`src/hw/rtl/dip_pkg.sv`:
```
package dip_pkg;

    // Parse phases
    localparam logic [2:0] PH_LEAD  = 3'd0;
    localparam logic [2:0] PH_ZERO  = 3'd1;
    localparam logic [2:0] PH_DIG   = 3'd2;
    localparam logic [2:0] PH_TRAIL = 3'd3;
    localparam logic [2:0] PH_DONE  = 3'd4;

    // Result status codes
    localparam logic [1:0] ST_OK       = 2'd0;
    localparam logic [1:0] ST_NOT_INT  = 2'd1;
    localparam logic [1:0] ST_GARBAGE  = 2'd2;
    localparam logic [1:0] ST_OVERFLOW = 2'd3;

    localparam int unsigned MAG_W = 34;

    localparam logic [7:0] CH_NUL   = 8'd0;
    localparam logic [7:0] CH_ZERO  = 8'd48;
    localparam logic [7:0] CH_NINE  = 8'd57;
    localparam logic [7:0] CH_MINUS = 8'd45;
    localparam logic [7:0] CH_TAB   = 8'd9;
    localparam logic [7:0] CH_CR    = 8'd13;
    localparam logic [7:0] CH_SPACE = 8'd32;

    localparam logic [3:0] MAX_SIG_DIGITS = 4'd10;

    localparam logic [MAG_W-1:0] POS_LIMIT = 34'd2147483647;
    localparam logic [MAG_W-1:0] NEG_LIMIT = 34'd2147483648;

    // Parser state carried between characters of one string
    typedef struct packed {
        logic [2:0]       phase;
        logic             is_negative;
        logic             saw_zero;
        logic [MAG_W-1:0] magnitude;
        logic [3:0]       sig_count;
        logic             not_int_flag;
        logic             garbage_flag;
    } dip_state_t;

    localparam dip_state_t STATE_RESET = '{
        phase:        PH_LEAD,
        is_negative:  1'b0,
        saw_zero:     1'b0,
        magnitude:    '0,
        sig_count:    4'd0,
        not_int_flag: 1'b0,
        garbage_flag: 1'b0
    };

    function automatic logic is_ws(input logic [7:0] c);
        return ((c >= CH_TAB) && (c <= CH_CR)) || (c == CH_SPACE);
    endfunction

    function automatic logic is_dig(input logic [7:0] c);
        return (c >= CH_ZERO) && (c <= CH_NINE);
    endfunction

endpackage

```
`src/hw/rtl/dip_if.sv`:
```
interface dip_char_if;
    logic       valid;
    logic       ready;
    logic [7:0] character;

    modport source (output valid, output character, input ready);
    modport sink (input valid, input character, output ready);
endinterface

interface dip_result_if;
    logic               valid;
    logic               ready;
    logic signed [31:0] value;
    logic [1:0]         status;

    modport source (output valid, output value, output status, input ready);
    modport sink (input valid, input value, input status, output ready);
endinterface

```
`src/hw/rtl/dip_step.sv`:
```
module dip_step (
    input  dip_pkg::dip_state_t state,
    input  logic [7:0]          character,
    output dip_pkg::dip_state_t state_next,
    output logic signed [31:0]  value,
    output logic [1:0]          status
);
    import dip_pkg::*;

    logic [MAG_W-1:0] mag_times_ten;
    logic [MAG_W-1:0] mag_digit;
    dip_state_t       with_digit;
    logic             final_not_int;
    logic [MAG_W-1:0] limit;
    logic [31:0]      mag_low;

    // Multiply by ten as two shifts and an add, then add the digit
    always_comb
    begin
        mag_times_ten = (state.magnitude << 3) + (state.magnitude << 1);
        mag_digit     = mag_times_ten + {{(MAG_W-8){1'b0}}, character - CH_ZERO};
    end

    // Fold one significant digit into the state
    always_comb
    begin
        with_digit = state;
        if (state.sig_count < MAX_SIG_DIGITS)
        begin
            with_digit.magnitude = mag_digit;
        end
        if (state.sig_count <= MAX_SIG_DIGITS)
        begin
            with_digit.sig_count = state.sig_count + 4'd1;
        end
        with_digit.phase = PH_DIG;
    end

    // Result on end of string
    always_comb
    begin
        final_not_int = state.not_int_flag ||
                        (((state.phase == PH_LEAD) || (state.phase == PH_ZERO)) &&
                         !state.saw_zero);
        limit   = state.is_negative ? NEG_LIMIT : POS_LIMIT;
        mag_low = state.magnitude[31:0];
        value   = '0;
        priority if (final_not_int)
        begin
            status = ST_NOT_INT;
        end
        else if (state.garbage_flag)
        begin
            status = ST_GARBAGE;
        end
        else if ((state.sig_count > MAX_SIG_DIGITS) || (state.magnitude > limit))
        begin
            status = ST_OVERFLOW;
        end
        else
        begin
            status = ST_OK;
            value  = state.is_negative ? $signed(32'd0 - mag_low) : $signed(mag_low);
        end
    end

    // Advance the parse by one character
    always_comb
    begin
        state_next = state;
        if (character == CH_NUL)
        begin
            state_next = STATE_RESET;
        end
        else
        begin
            unique case (state.phase)
                PH_LEAD, PH_ZERO:
                begin
                    priority if ((state.phase == PH_LEAD) && is_ws(character))
                    begin
                        state_next = state;
                    end
                    else if ((state.phase == PH_LEAD) && (character == CH_MINUS))
                    begin
                        state_next.is_negative = 1'b1;
                        state_next.phase       = PH_ZERO;
                    end
                    else if (character == CH_ZERO)
                    begin
                        state_next.saw_zero = 1'b1;
                        state_next.phase    = PH_ZERO;
                    end
                    else if (is_dig(character))
                    begin
                        state_next = with_digit;
                    end
                    else if (!state.saw_zero)
                    begin
                        state_next.not_int_flag = 1'b1;
                        state_next.phase        = PH_DONE;
                    end
                    else if (is_ws(character))
                    begin
                        state_next.phase = PH_TRAIL;
                    end
                    else
                    begin
                        state_next.garbage_flag = 1'b1;
                        state_next.phase        = PH_DONE;
                    end
                end
                PH_DIG:
                begin
                    priority if (is_dig(character))
                    begin
                        state_next = with_digit;
                    end
                    else if (is_ws(character))
                    begin
                        state_next.phase = PH_TRAIL;
                    end
                    else
                    begin
                        state_next.garbage_flag = 1'b1;
                        state_next.phase        = PH_DONE;
                    end
                end
                PH_TRAIL:
                begin
                    if (!is_ws(character))
                    begin
                        state_next.garbage_flag = 1'b1;
                        state_next.phase        = PH_DONE;
                    end
                end
                default:
                begin
                    state_next.phase = PH_DONE;
                end
            endcase
        end
    end

endmodule

```
`src/hw/rtl/decimal_int_parser_core.sv`:
```
// Strict signed 32-bit decimal parser. Send a string one byte per transaction,
// ending with NUL (0); the NUL yields one result transaction carrying the
// value and a status (0 ok, 1 not an int, 2 trailing garbage, 3 overflow),
// with value 0 whenever the status is not ok. Every other byte yields
// nothing. One byte is taken every cycle while the input does not stall; a
// result is offered from the result register after its NUL passes the input
// register and then the parse step. Input stalls only when a NUL is waiting
// and the result register still holds a result that is not being taken in
// that cycle.
module decimal_int_parser_core (
    input  logic clk,
    input  logic rst_n,
    dip_char_if.sink     chars,
    dip_result_if.source results
);
    import dip_pkg::*;

    logic               in_valid_reg;
    logic [7:0]         char_reg;
    dip_state_t         state_reg;
    dip_state_t         state_next;
    logic               out_valid_reg;
    logic signed [31:0] value_reg;
    logic [1:0]         status_reg;
    logic signed [31:0] step_value;
    logic [1:0]         step_status;
    logic               is_nul;
    logic               stall;
    logic               process;

    dip_step u_step (
        .state      (state_reg),
        .character  (char_reg),
        .state_next (state_next),
        .value      (step_value),
        .status     (step_status)
    );

    // Hold a NUL while the result register is occupied and not being taken
    assign is_nul       = (char_reg == CH_NUL);
    assign stall        = in_valid_reg && is_nul && out_valid_reg && !results.ready;
    assign process      = in_valid_reg && !stall;
    assign chars.ready  = !stall;

    // Input register control
    always_ff @(posedge clk or negedge rst_n)
    begin
        if (!rst_n)
        begin
            in_valid_reg <= 1'b0;
        end
        else if (!stall)
        begin
            in_valid_reg <= chars.valid;
        end
    end

    // Input register payload
    always_ff @(posedge clk)
    begin
        if (chars.valid && chars.ready)
        begin
            char_reg <= chars.character;
        end
    end

    // Parser state
    always_ff @(posedge clk or negedge rst_n)
    begin
        if (!rst_n)
        begin
            state_reg <= STATE_RESET;
        end
        else if (process)
        begin
            state_reg <= state_next;
        end
    end

    // Result register control
    always_ff @(posedge clk or negedge rst_n)
    begin
        if (!rst_n)
        begin
            out_valid_reg <= 1'b0;
        end
        else if (process && is_nul)
        begin
            out_valid_reg <= 1'b1;
        end
        else if (results.ready)
        begin
            out_valid_reg <= 1'b0;
        end
    end

    // Result register payload
    always_ff @(posedge clk)
    begin
        if (process && is_nul)
        begin
            value_reg  <= step_value;
            status_reg <= step_status;
        end
    end

    assign results.valid  = out_valid_reg;
    assign results.value  = value_reg;
    assign results.status = status_reg;

endmodule
```
`src/flat_wrapper.sv`:
```
// flat-port wrapper written by rule: the top's interface ports become plain ports
module decimal_int_parser_core_flat import dip_pkg::*;
  (clk, rst_n, chars_valid, chars_character, chars_ready, results_valid, results_value, results_status, results_ready);
  dip_char_if chars_i ();
  dip_result_if results_i ();
  input  logic clk;
  input  logic rst_n;
  input wire logic [$bits(chars_i.valid)-1:0] chars_valid;
  input wire logic [$bits(chars_i.character)-1:0] chars_character;
  output wire logic [$bits(chars_i.ready)-1:0] chars_ready;
  output wire logic [$bits(results_i.valid)-1:0] results_valid;
  output wire logic [$bits(results_i.value)-1:0] results_value;
  output wire logic [$bits(results_i.status)-1:0] results_status;
  input wire logic [$bits(results_i.ready)-1:0] results_ready;
  assign chars_i.valid = chars_valid;
  assign chars_i.character = chars_character;
  assign chars_ready = chars_i.ready;
  assign results_valid = results_i.valid;
  assign results_value = results_i.value;
  assign results_status = results_i.status;
  assign results_i.ready = results_ready;
  decimal_int_parser_core u_core (.clk(clk), .rst_n(rst_n), .chars(chars_i), .results(results_i));
endmodule
```
`config.mk`:
```
export PLATFORM = sky130hd
export DESIGN_NAME = decimal_int_parser_core_flat
export DESIGN_NICKNAME = d
export VERILOG_FILES = /design/src/hw/rtl/dip_pkg.sv /design/src/hw/rtl/dip_if.sv /design/src/hw/rtl/dip_step.sv /design/src/hw/rtl/decimal_int_parser_core.sv /design/src/flat_wrapper.sv
export SDC_FILE = /design/constraint.sdc
export NUM_CORES = 1
export LEC_CHECK = 0
export BUFFER_PORTS_ARGS = -buffer_cell sky130_fd_sc_hd__buf_2
export CAP_MARGIN = 5
export CORE_ASPECT_RATIO = 1.25
export CORE_MARGIN = 2
export CORE_UTILIZATION = 56
export CTS_CLUSTER_SIZE = 20
export DETAILED_ROUTE_END_ITERATION = 6
export PLACE_DENSITY = 0.78
export SYNTH_ARGS = -nofsm -noshare
export SYNTH_HDL_FRONTEND = slang
export SYNTH_SLANG_ARGS = --single-unit
```
`constraint.sdc`:
```
create_clock -name clk -period 3.85 [get_ports clk]
set_input_delay 0.385 -clock clk [delete_from_list [all_inputs] [get_ports clk]]
set_output_delay 0.385 -clock clk [all_outputs]
set_load 0.01 [all_outputs]
```
== After elaboration in Yosys (flattened, before gate mapping) ==
Index checks and enable logic that the tools add are counted.

* Register bits: 89
* Input port bits: 12
* Output and inout bits: 36

* Add/sub/neg operators: 5
* Magnitude comparators: 8
* Equality and inequality tests: 21
* Multiplexer cells: 30
* Reduce and logical (&&, ||, !) cells: 34

{| class="wikitable"
|+ Operators by type and width
! kind !! count
|-
| 45-bit 2-to-1 mux || 2
|-
| 41-bit case mux with 2 select lines || 1
|-
| 32-bit 2-to-1 mux || 2
|-
| 41-bit 2-to-1 mux || 1
|-
| 40-bit 2-to-1 mux || 1
|-
| 39-bit 2-to-1 mux || 1
|-
| 38-bit 2-to-1 mux || 1
|-
| 34-bit adder || 1
|-
| 34-bit by 8-bit adder with 34-bit output || 1
|-
| 34-bit by 32-bit greater-than comparator with 1-bit output || 1
|-
| 34-bit 2-to-1 mux || 1
|-
| 1-bit by 32-bit subtractor with 32-bit output, first input constant || 1
|-
| 8-bit by 6-bit equality test with 1-bit output, second input constant || 3
|-
| 3-bit by 2-bit inequality test with 1-bit output, second input constant || 8
|-
| 3-bit 2-to-1 mux || 6
|-
| 8-bit AND reduction || 2
|-
| 1-bit logical AND || 11
|-
| 2-bit by 1-bit inequality test with 1-bit output, second input constant || 5
|-
| 3-bit case mux with 3 select lines || 1
|-
| 8-bit by 4-bit greater-or-equal comparator with 1-bit output, second input constant || 1
|-
| 8-bit by 6-bit greater-or-equal comparator with 1-bit output, second input constant || 1
|-
| 8-bit by 4-bit less-or-equal comparator with 1-bit output, second input constant || 1
|-
| 8-bit by 6-bit less-or-equal comparator with 1-bit output, second input constant || 1
|-
| 8-bit logical NOT || 1
|-
| other kinds (25) || 43
|}

== Depth between registers and ports, before layout ==
* Depth in word-level cells: 11
* Depth in mapped cells: 14
* Depth with buffers taken out: 14

== By module ==
Synthesis repeated with hierarchy kept, for this count alone.

* Cells, all modules: 805
* Area total of the unflattened synthesis: 7811.2 µm²

{| class="wikitable"
|+ By module, submodules not included
! module !! times used !! cells an instance !! area each (µm²) !! seq. area each (µm²)
|-
| dip_step || 1 || 656 || 4573.1 || 0.0
|-
| decimal_int_parser_core || 1 || 149 || 3238.1 || 2437.3
|}

== Worst setup path after synthesis ==
No wires, ideal clock.

* Path type: register to register
* Start point: register u_core.char_reg[1]
* End point: register u_core.status_reg[0], in the netlist u_core.results.status[0] (enable)
* Setup time: 0.434 ns
* Data arrival time: 3.244 ns
* Required time: 3.416 ns
* Setup slack: 0.172 ns
* Cell stages (with the launch flop): 6
* Path through: edfxtp_1 or4_1 nor3_1 clkbuf_1 nand2_1 nor2_1

* Cells in the longest elaborated chain, start to end: 7

{| class="wikitable"
|+ Ends and longest elaborated chain
! what !! RTL line !! RTL
|-
| start: declaration || decimal_int_parser_core.sv:19 || <nowiki>logic [7:0] char_reg;</nowiki>
|-
| start signal: assignment || decimal_int_parser_core.sv:63 || <nowiki>char_reg <= chars.character;</nowiki>
|-
| 8-bit logical NOT * || decimal_int_parser_core.sv:40 || <nowiki>assign is_nul = (char_reg == CH_NUL);</nowiki>
|-
| 1-bit logical AND (3 in series) || decimal_int_parser_core.sv:41 || <nowiki>assign stall = in_valid_reg && is_nul && out_valid_reg && !results.ready;</nowiki>
|-
| 1-bit logical NOT || decimal_int_parser_core.sv:42 || <nowiki>assign process = in_valid_reg && !stall;</nowiki>
|-
| 1-bit logical AND || decimal_int_parser_core.sv:42 ||
|-
| 1-bit logical AND * || decimal_int_parser_core.sv:100 || <nowiki>if (process && is_nul)</nowiki>
|-
| end signal: assignment || decimal_int_parser_core.sv:103 || <nowiki>status_reg <= step_status;</nowiki>
|-
| end: declaration || decimal_int_parser_core.sv:24 || <nowiki>logic [1:0] status_reg;</nowiki>
|}

Every way passes the cells marked *; elsewhere a longest branch is shown, timed or not.
A chain may end at the register's enable or synchronous reset.

== Worst setup path in the final report ==
* Start point: register u_core.char_reg[4]
* End point: register u_core.state_reg[34] (netlist name)

* Cells in the longest elaborated chain, start to end: 9
* Elaborated cells between the ends (all ways): 35
* Those cells by class: add/sub: 2; order compare: 4; eq/ne: 8; mux: 8; reduce/logical: 13

{| class="wikitable"
|+ Ends and longest elaborated chain
! what !! RTL line !! RTL
|-
| 8-bit by 6-bit subtractor with 8-bit output || dip_step.sv:21 || <nowiki>mag_digit = mag_times_ten + {{(MAG_W-8){1'b0}}, character - CH_ZERO};</nowiki>
|-
| 34-bit by 8-bit adder with 34-bit output || dip_step.sv:21 ||
|-
| 34-bit 2-to-1 mux || dip_step.sv:28 || <nowiki>if (state.sig_count < MAX_SIG_DIGITS)</nowiki>
|-
| 38-bit 2-to-1 mux || dip_step.sv:94 || <nowiki>else if (is_dig(character))</nowiki>
|-
| 40-bit 2-to-1 mux || dip_step.sv:89 || <nowiki>else if (character == CH_ZERO)</nowiki>
|-
| 41-bit 2-to-1 mux || dip_step.sv:84 || <nowiki>else if ((state.phase == PH_LEAD) && (character == CH_MINUS))</nowiki>
|-
| 45-bit 2-to-1 mux || dip_step.sv:80 || <nowiki>priority if ((state.phase == PH_LEAD) && is_ws(character))</nowiki>
|-
| 41-bit case mux with 2 select lines || dip_step.sv:77 || <nowiki>unique case (state.phase)</nowiki>
|-
| 45-bit 2-to-1 mux || dip_step.sv:71 || <nowiki>if (character == CH_NUL)</nowiki>
|-
| end signal: assignment || decimal_int_parser_core.sv:76 || <nowiki>state_reg <= state_next;</nowiki>
|-
| end: declaration || decimal_int_parser_core.sv:20 || <nowiki>dip_state_t state_reg;</nowiki>
|}

Several ways; a longest one is shown, not always the timed one. The select of a mux whose other input is x is not followed.

==> results.yml <==
sta:
  hold_worst_slack_ns: 0.211
  tightestPinTransition_ns: 0.977
  report.final.setup_viol: 0
  min_period_over_period_pct: 94.8
  maxSlewViolCount: 0
  grt_setup_unrepaired: "no"
  final_hold_viol_count: 0
  remaining_max_slew_budget_at_the_tightest_pin_pct: 34.0
  tns_ns: 0
  fmax_mhz: 274
  finalWorstPathRequiredPeriod_ns: 3.65
  fin_worst_skew_ns: 0.00822
cells_and_area:
  areaGrowthSynthToFinish_pct: 11.4
  final_layout_size_suffix_gt1_share_pct: 13.2
  final_net_count: 907
  total_area_of_multi_input_combinational_cells_um2: 4500
  register_area_um2: 2440
  layout.filler_cells: 1026
  post_layout_nonfiller_instances: 966
  final_core_utilization_pct: 63.2
  largest_reg_flops: 45
  n_antenna_cell: 0
synth:
  synth_simple_gate_area_share_pct: 16.3
  synth.ff_latch_count: 89
  ys_warn_count: 0
  synth_xor_area_share_pct: 7.01
  syn-mean-instance-area_um2: 9.65
  synth_top_family_by_area: "compound AO/OA/AOI/OAI gates"
  async_flop_share_pct: 52.8
  yosys-top-cells-area: "sky130_fd_sc_hd__edfxtp_1 (18%), sky130_fd_sc_hd__ha_1 (17%), sky130_fd_sc_hd__dfrtp_1 (17%), sky130_fd_sc_hd__xor2_1 (4.3%), sky130_fd_sc_hd__nor2_1 (3.3%)"
  yosysTopAreaCellShare_pct: 17.7
  synth-seq-area-share_pct: 34.2
  synthAdderAreaFrac_pct: 18.6
  synth_compound_gate_area_share_pct: 20.1
  yosys_most_used_dff: "sky130_fd_sc_hd__dfrtp_1"
  mux_share_of_post_synthesis_cell_area_pct: 0.879
  synth_enable_flop_cells: 42
  synth.distinct_cells: 70
  total_standard_cell_area_after_synthesis_um2: 7120
  synthesis.nets: 852
  postSynthCellCount: 738
  post-synth-top-area-cell: "sky130_fd_sc_hd__edfxtp_1"
min_path:
  worstHoldStart: "chars_character[2]"
  worst_hold_path_type: "in -> reg"
worst_setup_path:
  critPathArrivalTime_ns: 3.89
  critical_path_source: "u_core.char_reg[4]$_DFFE_PP_"
  worst_setup_start_kind: "register"
  critical_path_peak_fanout: 4
  critical_path.reg2reg.startpoint: "u_core.char_reg[4]$_DFFE_PP_"
  setup.worst_path.class: "reg -> reg"
  worstPathRequired_ns: 4.09
  crit_end_element: "register"
clocking:
  cts_num_sinks: 89
  clock_latency_ns: 0.35
  htreeDepth: 3
  clk_pin_slew_ns: 0.06
  clockRootBuffer: "sky130_fd_sc_hd__clkbuf_16"
  tritoncts: "yes"
  cts_buffer_depth: 2
  inserted_clock_buffers: 9
drt:
  detail_route.iter0.violations: 411
  final_antenna_net_count: 0
  residual_drc_count: 0
  detailroute.wirelength.met2_um: 8600
  route.vias.total: 6064
  drt-met1-wl_um: 7190
  routed.top_layer: "met4"
  wl_met3_um: 868
  drt_first_pass_iters: 5
  avgRoutedWirePerCell_um: 17.8
  totalWireLength_um: 17200
  vias_per_cell: 6.28
global_route:
  grt_pass1_vias: 5959
  grt.overflow.total: 0
  antenna_violations_before_repair: 0
  grt_first_pass_wirelength_um: 28500
  grt_start_max_net_pins: 51
  grt_usage_pct: 25.9
power:
  power.ir.vdd_worst_mv: 0.199
  report.power.total_uw: 2690
  cellPowerDensity_nw_per_um2: 339
  static-leakage-power_uw: 0.00378
job:
  timing.max_cap.violations: 0
floorplanning:
  ios: 48
  die_w_um: 105
  rows: 46
  coreArea_um2: 12500
  initial_cell_density_of_the_core_pct: 56.7
  floorplan.die_area_um2: 13600
  die_height_um: 130
placement:
  post-dp-hpwl_um: 12700
  gp_routability_congestion: 0.944
  placedCellCount: 948
  numPortBuffers: 47
status:
  run_status: "complete, no violations"
[layout make-up]
cell class | instances | area share, %
well taps | 168 | 2.65
flip-flops and latches | 89 | 30.7
clock buffers | 10 | 2.89
inverters | 31 | 1.47
clock inverters | 6 | 0.536
multi-input cells | 596 | 56.8
repair buffers | 66 | 4.95
[timing repair]
item	in CTS	in global routing
endpoints found under the setup margin	0	4
hold buffers	1	0
resized for setup	0	4
endpoints found under the hold margin	16	0
setup buffers	0	1
[worst paths after layout]
path | depth (start not counted) | end | slack, ns
setup / recovery | 14 | u_core.state_reg[34]$_DFFE_PN0P_ | 0.20
hold / removal | 1 | u_core.char_reg[2]$_DFFE_PP_ | 0.21
setup reg to reg | 14 | u_core.state_reg[34]$_DFFE_PN0P_ | 0.20
hold reg to reg | 1 | u_core.state_reg[39]$_DFFE_PN0P_ | 0.53
max in group asynchronous | 3 | u_core.state_reg[41]$_DFFE_PN0P_ | 2.54
min in group asynchronous | 2 | u_core.state_reg[22]$_DFFE_PN0P_ | 0.50
[power by group]
group	switching (µW)	internal, µW
logic	462	305
clock network	386	439
registers	67.1	1030
total	915	1780
[per-layer routing]
| metal | vias to the layer above | GRT usage (%) |
|---|---|---|
| li1 | 2886 | - |
| met1 | 2909 | 32.4 |
| met2 | 226 | 44.9 |
| met3 | 43 | 3.40 |
| met4 | 0 | 12.2 |
| met5 | - | 0 |
[cell families (layout without fill, tap and decap cells)]
group	after synthesis	count (layout)
simple gates	225	225
compound gates	206	206
fa+ha+maj	102	102
flops	89	89
xor+xnor	57	57
buf+inv	53	113
mux	6	6
[per-stage QoR]
stage | setup WS (ns) | instance area (µm²)
after floorplan | 0.172 | 7120
after global placement | 0.275 | 7630
after detailed placement | 0.150 | 7630
after CTS | 0.131 | 7910
after global routing | 0.00812 | 7930
final | 0.199 | 7930
[worst max-delay path: stages (launching register included)]
cell	delay, ns
sky130_fd_sc_hd__edfxtp_1	0.45
sky130_fd_sc_hd__ha_1	0.28
sky130_fd_sc_hd__xor2_1	0.18
sky130_fd_sc_hd__fa_1	0.49
sky130_fd_sc_hd__inv_1	0.05
sky130_fd_sc_hd__ha_1	0.34
sky130_fd_sc_hd__a21oi_1	0.17
sky130_fd_sc_hd__nand2b_1	0.20
sky130_fd_sc_hd__a311oi_1	0.11
sky130_fd_sc_hd__buf_4	0.18
sky130_fd_sc_hd__o21ai_1	0.20
sky130_fd_sc_hd__and3_1	0.24
sky130_fd_sc_hd__o21ai_1	0.11
sky130_fd_sc_hd__a211o_1	0.28
sky130_fd_sc_hd__a32o_1	0.25
[cell usage after synthesis (all sizes together), types with 7 or more instances]
library cell	number
o41ai	8
nand3	16
xor2	35
dfrtp	47
a22o	17
nor2b	7
nor3	16
nand4	13
ha	96
o31ai	22
edfxtp	42
inv	31
xnor2	22
nand2b	9
nand2	52
a21oi	46
and3	9
nor4	8
a21o	27
clkbuf	16
o21ai	39
nor2	64
[placed cells by master, fill, tap and decap left out, drive strengths merged, types with 27 or more instances in the layout]
| cell type | count |
|---|---|
| ha | 96 |
| buf | 65 |
| nor2 | 64 |
| nand2 | 52 |
| dfrtp | 47 |
| a21oi | 46 |
| edfxtp | 42 |
| o21ai | 39 |
| xor2 | 35 |
| inv | 32 |
| a21o | 27 |
(Power assumes the default switching activity.)
